[config.mk]
export PLATFORM = sky130hd
export DESIGN_NAME = apt_ctrl
export DESIGN_NICKNAME = d
export VERILOG_FILES = /design/src/rtl/apt_pkg.sv /design/src/rtl/apt_ctrl.sv
export VERILOG_INCLUDE_DIRS = /design/src /design/src/rtl
export SDC_FILE = /design/constraint.sdc
export NUM_CORES = 1
export LEC_CHECK = 0
export ABC_CLOCK_PERIOD_IN_PS = 5400
export BUFFER_PORTS_ARGS = -buffer_cell sky130_fd_sc_hd__buf_2
export CORE_UTILIZATION = 28
export DETAILED_ROUTE_END_ITERATION = 6
export PLACE_DENSITY = 0.52
export SLEW_MARGIN = 20
export SYNTH_ARGS = -nofsm -noshare
export SYNTH_HDL_FRONTEND = slang
export SYNTH_SLANG_ARGS = --single-unit
[constraint.sdc]
create_clock -name clk -period 5.4 [get_ports clk]
set_clock_uncertainty 0.2 [all_clocks]
set_input_delay 1.08 -clock clk [delete_from_list [all_inputs] [get_ports clk]]
set_output_delay 1.08 -clock clk [all_outputs]
set_load 0.005 [all_outputs]
[src/rtl/announce_peer_table_with_aging_unit_macros.svh]
// Assertion macros for the announce peer table unit.
// Included by modules that carry concurrent assertions.
`ifndef ANNOUNCE_PEER_TABLE_WITH_AGING_UNIT_MACROS_SVH
`define ANNOUNCE_PEER_TABLE_WITH_AGING_UNIT_MACROS_SVH
// Implication checked on every clock edge outside reset.
`define APT_ASSERT_IMP(label, clk, rst_n, pre, post) \
    label: assert property (@(posedge clk) disable iff (!rst_n) (pre) |-> (post)) \
        else $error("assertion failed");
// Next-cycle implication outside reset.
`define APT_ASSERT_NXT(label, clk, rst_n, pre, post) \
    label: assert property (@(posedge clk) disable iff (!rst_n) (pre) |=> (post)) \
        else $error("assertion failed");
`endif

[src/rtl/apt_pkg.sv]
// Package for the announce peer table unit: types, codes, constants.
// No dependencies.
package apt_pkg;
    localparam int          TableEntriesDef = 16;
    localparam logic [31:0] MagicValue      = 32'h5344_5243;
    localparam logic [7:0]  VersionValue    = 8'd1;
    localparam logic [5:0]  PacketBytes     = 6'd39;
    localparam logic [31:0] StaleResetVal   = 32'd5000;

    typedef enum logic [1:0] {
        CMD_OBSERVE = 2'd0,
        CMD_LIST    = 2'd1,
        CMD_CLEAR   = 2'd2,
        CMD_NONE    = 2'd3
    } cmd_t;

    typedef enum logic [2:0] {
        ST_REFRESHED = 3'd0,
        ST_ADDED     = 3'd1,
        ST_REJECTED  = 3'd2,
        ST_FULL      = 3'd3,
        ST_ENTRY     = 3'd4,
        ST_EMPTY     = 3'd5
    } status_t;

    typedef struct packed {
        logic [63:0] n3;
        logic [63:0] n2;
        logic [63:0] n1;
        logic [63:0] n0;
        logic [15:0] port;
        logic [7:0]  ver;
        logic [31:0] magic;
        logic [5:0]  len;
        logic [31:0] addr;
        logic [31:0] now;
        logic [1:0]  cmd;
    } item_t;

    typedef struct packed {
        logic        last;
        logic [63:0] n3;
        logic [63:0] n2;
        logic [63:0] n1;
        logic [63:0] n0;
        logic [31:0] seen;
        logic [15:0] port;
        logic [31:0] addr;
        logic [2:0]  status;
    } result_t;

    // controller -> datapath
    typedef struct packed {
        logic load;      // capture input item
        logic clr_idx;   // rd and wr index to zero
        logic rd_inc;
        logic wr_inc;
        logic rd_issue;  // read entry at rd index
        logic copy;      // write read entry at wr index
        logic upd;       // write item at rd index (refresh)
        logic add;       // write item at count, count++
        logic set_cnt;   // count <= wr index
        logic clr_cnt;
        logic emit_blank;
        logic emit_full;
        logic emit_obs;  // emit stored item, status added/refreshed
        logic emit_list; // emit read entry
    } ctl_t;

    // datapath -> controller
    typedef struct packed {
        cmd_t cmd;
        logic bad;
        logic rd_end;    // rd index == count
        logic match;     // read entry matches key (registered read)
        logic fresh;     // read entry not stale
        logic full;
        logic wr_zero;
        logic out_busy;  // output register holds a result that is not taken this cycle
        logic rd_last;   // rd index + 1 == count
    } sts_t;
endpackage

[src/rtl/apt_ctrl.sv]
// Controller state machine of the announce peer table.
// Depends on apt_pkg.
module apt_ctrl (
    input  logic          clk,
    input  logic          rst_n,
    input  logic          in_fire,
    output logic          in_ready,
    input  apt_pkg::sts_t sts,
    output apt_pkg::ctl_t ctl
);
    import apt_pkg::*;

    typedef enum logic [7:0] {
        S_IDLE  = 8'b0000_0001,
        S_DISP  = 8'b0000_0010,
        S_SRD   = 8'b0000_0100,
        S_SCHK  = 8'b0000_1000,
        S_CRD   = 8'b0001_0000,
        S_CCHK  = 8'b0010_0000,
        S_EMIT  = 8'b0100_0000,
        S_ERD   = 8'b1000_0000
    } state_t;

    state_t state_reg, state_next;

    always_comb
    begin
        ctl        = '0;
        state_next = state_reg;
        in_ready   = 1'b0;
        unique case (state_reg)
            S_IDLE:
            begin
                in_ready = !sts.out_busy;
                if (in_fire)
                begin
                    ctl.load    = 1'b1;
                    ctl.clr_idx = 1'b1;
                    state_next  = S_DISP;
                end
            end
            S_DISP:
            begin
                unique case (sts.cmd)
                    CMD_OBSERVE:
                    begin
                        if (sts.bad)
                        begin
                            ctl.emit_blank = 1'b1;
                            state_next     = S_IDLE;
                        end
                        else
                            state_next = S_SRD;
                    end
                    CMD_LIST:  state_next = S_CRD;
                    CMD_CLEAR:
                    begin
                        ctl.clr_cnt    = 1'b1;
                        ctl.emit_blank = 1'b1;
                        state_next     = S_IDLE;
                    end
                    default: state_next = S_IDLE;
                endcase
            end
            S_SRD:
            begin
                if (sts.rd_end)
                begin
                    if (sts.full)
                        ctl.emit_full = 1'b1;
                    else
                    begin
                        ctl.add      = 1'b1;
                        ctl.emit_obs = 1'b1;
                    end
                    state_next = S_IDLE;
                end
                else
                begin
                    ctl.rd_issue = 1'b1;
                    state_next   = S_SCHK;
                end
            end
            S_SCHK:
            begin
                if (sts.match)
                begin
                    ctl.upd      = 1'b1;
                    ctl.emit_obs = 1'b1;
                    state_next   = S_IDLE;
                end
                else
                begin
                    ctl.rd_inc = 1'b1;
                    state_next = S_SRD;
                end
            end
            S_CRD:
            begin
                if (sts.rd_end)
                begin
                    ctl.set_cnt = 1'b1;
                    if (sts.wr_zero)
                    begin
                        ctl.emit_blank = 1'b1;
                        state_next     = S_IDLE;
                    end
                    else
                    begin
                        ctl.clr_idx = 1'b1;
                        state_next  = S_ERD;
                    end
                end
                else
                begin
                    ctl.rd_issue = 1'b1;
                    state_next   = S_CCHK;
                end
            end
            S_CCHK:
            begin
                ctl.rd_inc = 1'b1;
                if (sts.fresh)
                begin
                    ctl.copy   = 1'b1;
                    ctl.wr_inc = 1'b1;
                end
                state_next = S_CRD;
            end
            S_ERD:
            begin
                ctl.rd_issue = 1'b1;
                state_next   = S_EMIT;
            end
            S_EMIT:
            begin
                if (!sts.out_busy)
                begin
                    ctl.emit_list = 1'b1;
                    ctl.rd_inc    = 1'b1;
                    state_next    = sts.rd_last ? S_IDLE : S_ERD;
                end
            end
            default: state_next = S_IDLE;
        endcase
    end

    always_ff @(posedge clk or negedge rst_n)
    begin
        if (!rst_n)
            state_reg <= S_IDLE;
        else
            state_reg <= state_next;
    end

    `include "announce_peer_table_with_aging_unit_macros.svh"
    `APT_ASSERT_IMP(a_onehot, clk, rst_n, 1'b1, $onehot(state_reg))
    `APT_ASSERT_IMP(a_ready_idle, clk, rst_n, in_ready, state_reg == S_IDLE)
    `APT_ASSERT_IMP(a_no_wr_clash, clk, rst_n, 1'b1, $onehot0({ctl.copy, ctl.upd, ctl.add}))
endmodule

## Word-level counts from Yosys, hierarchy flattened

Cells that the tools add are included.
W data, S select, Z words.

- Flip-flop bits (word level): 8
- Output and inout port bits: 15
- Input bits: 13
- Word-level logic and storage cells: 59

- Eq/ne operators: 12
- Muxes and demuxes: 42
- Reductions and logical operators: 4

Operator list:

| cell | number |
|---|---|
| $pmux W8 S8 | 1 |
| $mux W8 | 5 |
| $mux W1 | 24 |
| $pmux W8 S2 | 1 |
| $pmux W1 S2 | 5 |
| $eq A8 B1 Y1 const B | 1 |
| $eq A8 B2 Y1 const B | 1 |
| $eq A8 B3 Y1 const B | 1 |
| $eq A8 B4 Y1 const B | 1 |
| $eq A8 B5 Y1 const B | 1 |
| $eq A8 B6 Y1 const B | 1 |
| $eq A8 B7 Y1 const B | 1 |
| $eq A8 B8 Y1 const B | 1 |
| $mux W3 | 2 |
| $mux W2 | 2 |
| $mux W4 | 1 |
| $ne A2 B2 Y1 const B | 2 |
| $pmux W1 S3 | 1 |
| $eq A2 B1 Y1 const B | 1 |
| $eq A2 B2 Y1 const B | 1 |
| $logic_not A2 Y1 | 1 |
| $reduce_and A2 Y1 | 1 |
| $reduce_or A2 Y1 | 1 |
| $logic_not A1 Y1 | 1 |

## Depth between registers and ports, before layout

- Depth in word-level cells: 3
- Depth in mapped cells: 6
- Gate-level depth less buffers: 5

## Worst setup path after synthesis

No wires, ideal clock.

- Path type: input to output
- Start: input sts[8] (netlist name)
- End: output ctl[3] (netlist name)
- Stages on the path: 2
- Slack: 2.393 ns
- Buffers on the path: 0
- Arrival: 1.727 ns
- Required time: 4.120 ns
- Cells stage by stage: or4_4 -> o21ai_1

RTL lines:

| what | line | text |
|---|---|---|
| start: declaration | apt_ctrl.sv:8 | `input apt_pkg::sts_t sts,` |
| end: declaration | apt_ctrl.sv:9 | `output apt_pkg::ctl_t ctl` |

==> impl_metrics.yaml <==
final_layout:
  fin_util: 0.383
  n_antenna_cell: 0
  syn2layout_area_growth_pct: 25.9
  fin_nets: 130
  final_cells: 144
  fill_cells: 247
  final_cell_area_um2: 865
  largest_reg_flops: 8
  drive_above_1_share: 0.310
synthesis:
  avgSynthCellArea_um2: 7.72
  syn_inst: 89
  yosysMostFrequentCell: "nor2_1"
  synth_area_um2: 687
  synth_nets: 102
  yosysSeqAreaShare: 0.293
  synth.largest_area_cell: "dfrtp_1"
  synthDistinctLibCells: 38
  async_flop_share: 1.00
  synth_common_cells: "14 x nor2_1, 7 x dfrtp_1, 6 x inv_1, 6 x nor2b_1"
  synth.area.top_cells: "dfrtp_1 26%, nor2_1 7.7%, nor2b_1 5.5%"
  post-synth-top-area-fraction: 0.255
  synth_edf_count: 0
  synth-seq-cells: 8
  synth_flop_cell: "dfrtp_1"
  yosys_warnings: 0
die:
  die_area_um2: 2660
  die_h_um: 51.5
  initial_core_util: 0.305
  core_um2: 2250
  rows: 17
  boundaryPins: 28
  die_w_um: 51.5
global_route:
  antenna_found_initial: 0
  grt_max_degree: 10
  grt_pass1_wl_um: 3010
  grt_usage: 0.155
  grt-ovfl-total: 0
  grt_pass1_vias: 683
pwr:
  ir_drop_v: 0.000130
  power_density_nw_per_um2: 266
  power_mw: 0.230
  p_leak_nw: 0.459
setup_path:
  crit_type: "register to output pin"
  timing.critical_path.required_ns: 4.12
  arrival_ns: 1.99
  crit_fanout: 7
  critPathLaunchType: "register"
  end_kind: "output pin"
clock_network:
  insertion_delay_ns: 0.26
  clkSinkCount: 8
  post_cts.repair.setup_buffers: 0
  cts-root-buf: "clkbuf_4"
  cts_buffer_depth: 2
  hold_buffers: 0
  cts_resized: 0
  clk_pin_slew_ns: 0.06
  htreeDepth: 1
  cts_buffers: 3
  cts_tree: "done"
timing:
  worst_slack_ns: 2.13
  fmax_mhz: 305
  fin_hold_ws_ns: 0.346
  layout_min_cycle_time_ns: 3.27
  final.setup.tns_ns: 0
  period_share: 0.606
  hold_violations: 0
  worstMarginPinSlew_ns: 0.408
  slew_viol_final: 0
  rsz0062_at_grt: "false"
  setup_viol: 0
  slew_headroom: 0.726
placed_design:
  dp_cells: 140
  gp_congestion: 0.794
  placed_cell_area_um2: 838
  dp_slack_ns: 2.18
  place.port_buffers: 27
  dp.final_hpwl_um: 1460
drt:
  vias: 770
  wire_per_inst_um: 12.7
  drt_iter0_markers: 16
  drc: 0
  vias_per_cell: 5.35
  firstDrtPassIters: 4
  drtAntennaViolNets: 0
  wl_um: 1830
run_status:
  status: "complete, no violations"
flow_run:
  drv_cap: 0
worst_hold_path:
  hp-class: "register to register"
final cells by class:
type	instances	area, µm²	share of cell area
Multi-Input combinational cell	71	444	0.514
Sequential cell	8	201	0.233
Timing Repair Buffer	27	135	0.156
Tap cell	28	35.0	0.0405
Clock buffer	4	26.3	0.0304
Inverter	6	22.5	0.0260
where the power goes:
group	total, mW	switching (mW)	internal (mW)
logic	0.0927	0.0509	0.0418
registers	0.0869	0.0164	0.0704
clock network	0.0502	0.0219	0.0284
total	0.230	0.0892	0.141
routing by layer:
layer	wire [µm]	vias to the layer above	global-route usage	part of all wire
li1	-	376	-	-
met1	833	366	0.204	0.46
met2	870	24	0.245	0.48
met3	82	4	0.0117	0.045
met4	38	0	0.0946	0.021
met5	0	-	0	0
path summary, 6_finish.rpt:
kind,from,to,slack [ns],depth (start not counted)
setup reg to reg,state_reg[2],state_reg[2],3.45,5
hold reg to reg,state_reg[4],state_reg[4],0.35,1
hold / removal,state_reg[4],state_reg[4],0.35,1
max in group asynchronous,rst_n,state_reg[0],4.30,1
setup / recovery,state_reg[2],ctl[3],2.13,5
min in group asynchronous,rst_n,state_reg[2],0.45,1
cells in the final DEF, fill, tap and decap left out, drive strengths merged, types with 2 or more instances in the layout:
cell type / n
and2: 3
inv: 6
nor3b: 3
and3: 2
nor2: 14
o21bai: 2
dfrtp: 7
clkbuf: 4
buf: 27
nor2b: 6
o22ai: 4
nand2: 6
nand2b: 2
a21oi: 3
nand3: 5
cells by family (layout without fill, tap and decap cells):
kind of cell | count (synthesis) | count (layout) | share of synthesized area
buffers and inverters | 10 | 37 | 0.0601
flip-flops | 8 | 8 | 0.293
XOR/XNOR | 1 | 1 | 0.0128
AO/OA/AOI/OAI | 18 | 18 | 0.179
AND/OR/NAND/NOR | 52 | 52 | 0.455
worst max-delay path: stages (launching register included):
cell	delay, ns
dfrtp_1	0.43
nor4_4	0.46
nand2_2	0.12
or4_4	0.45
o21ai_1	0.15
buf_2	0.12
Power figures use the tool's default switching activity.
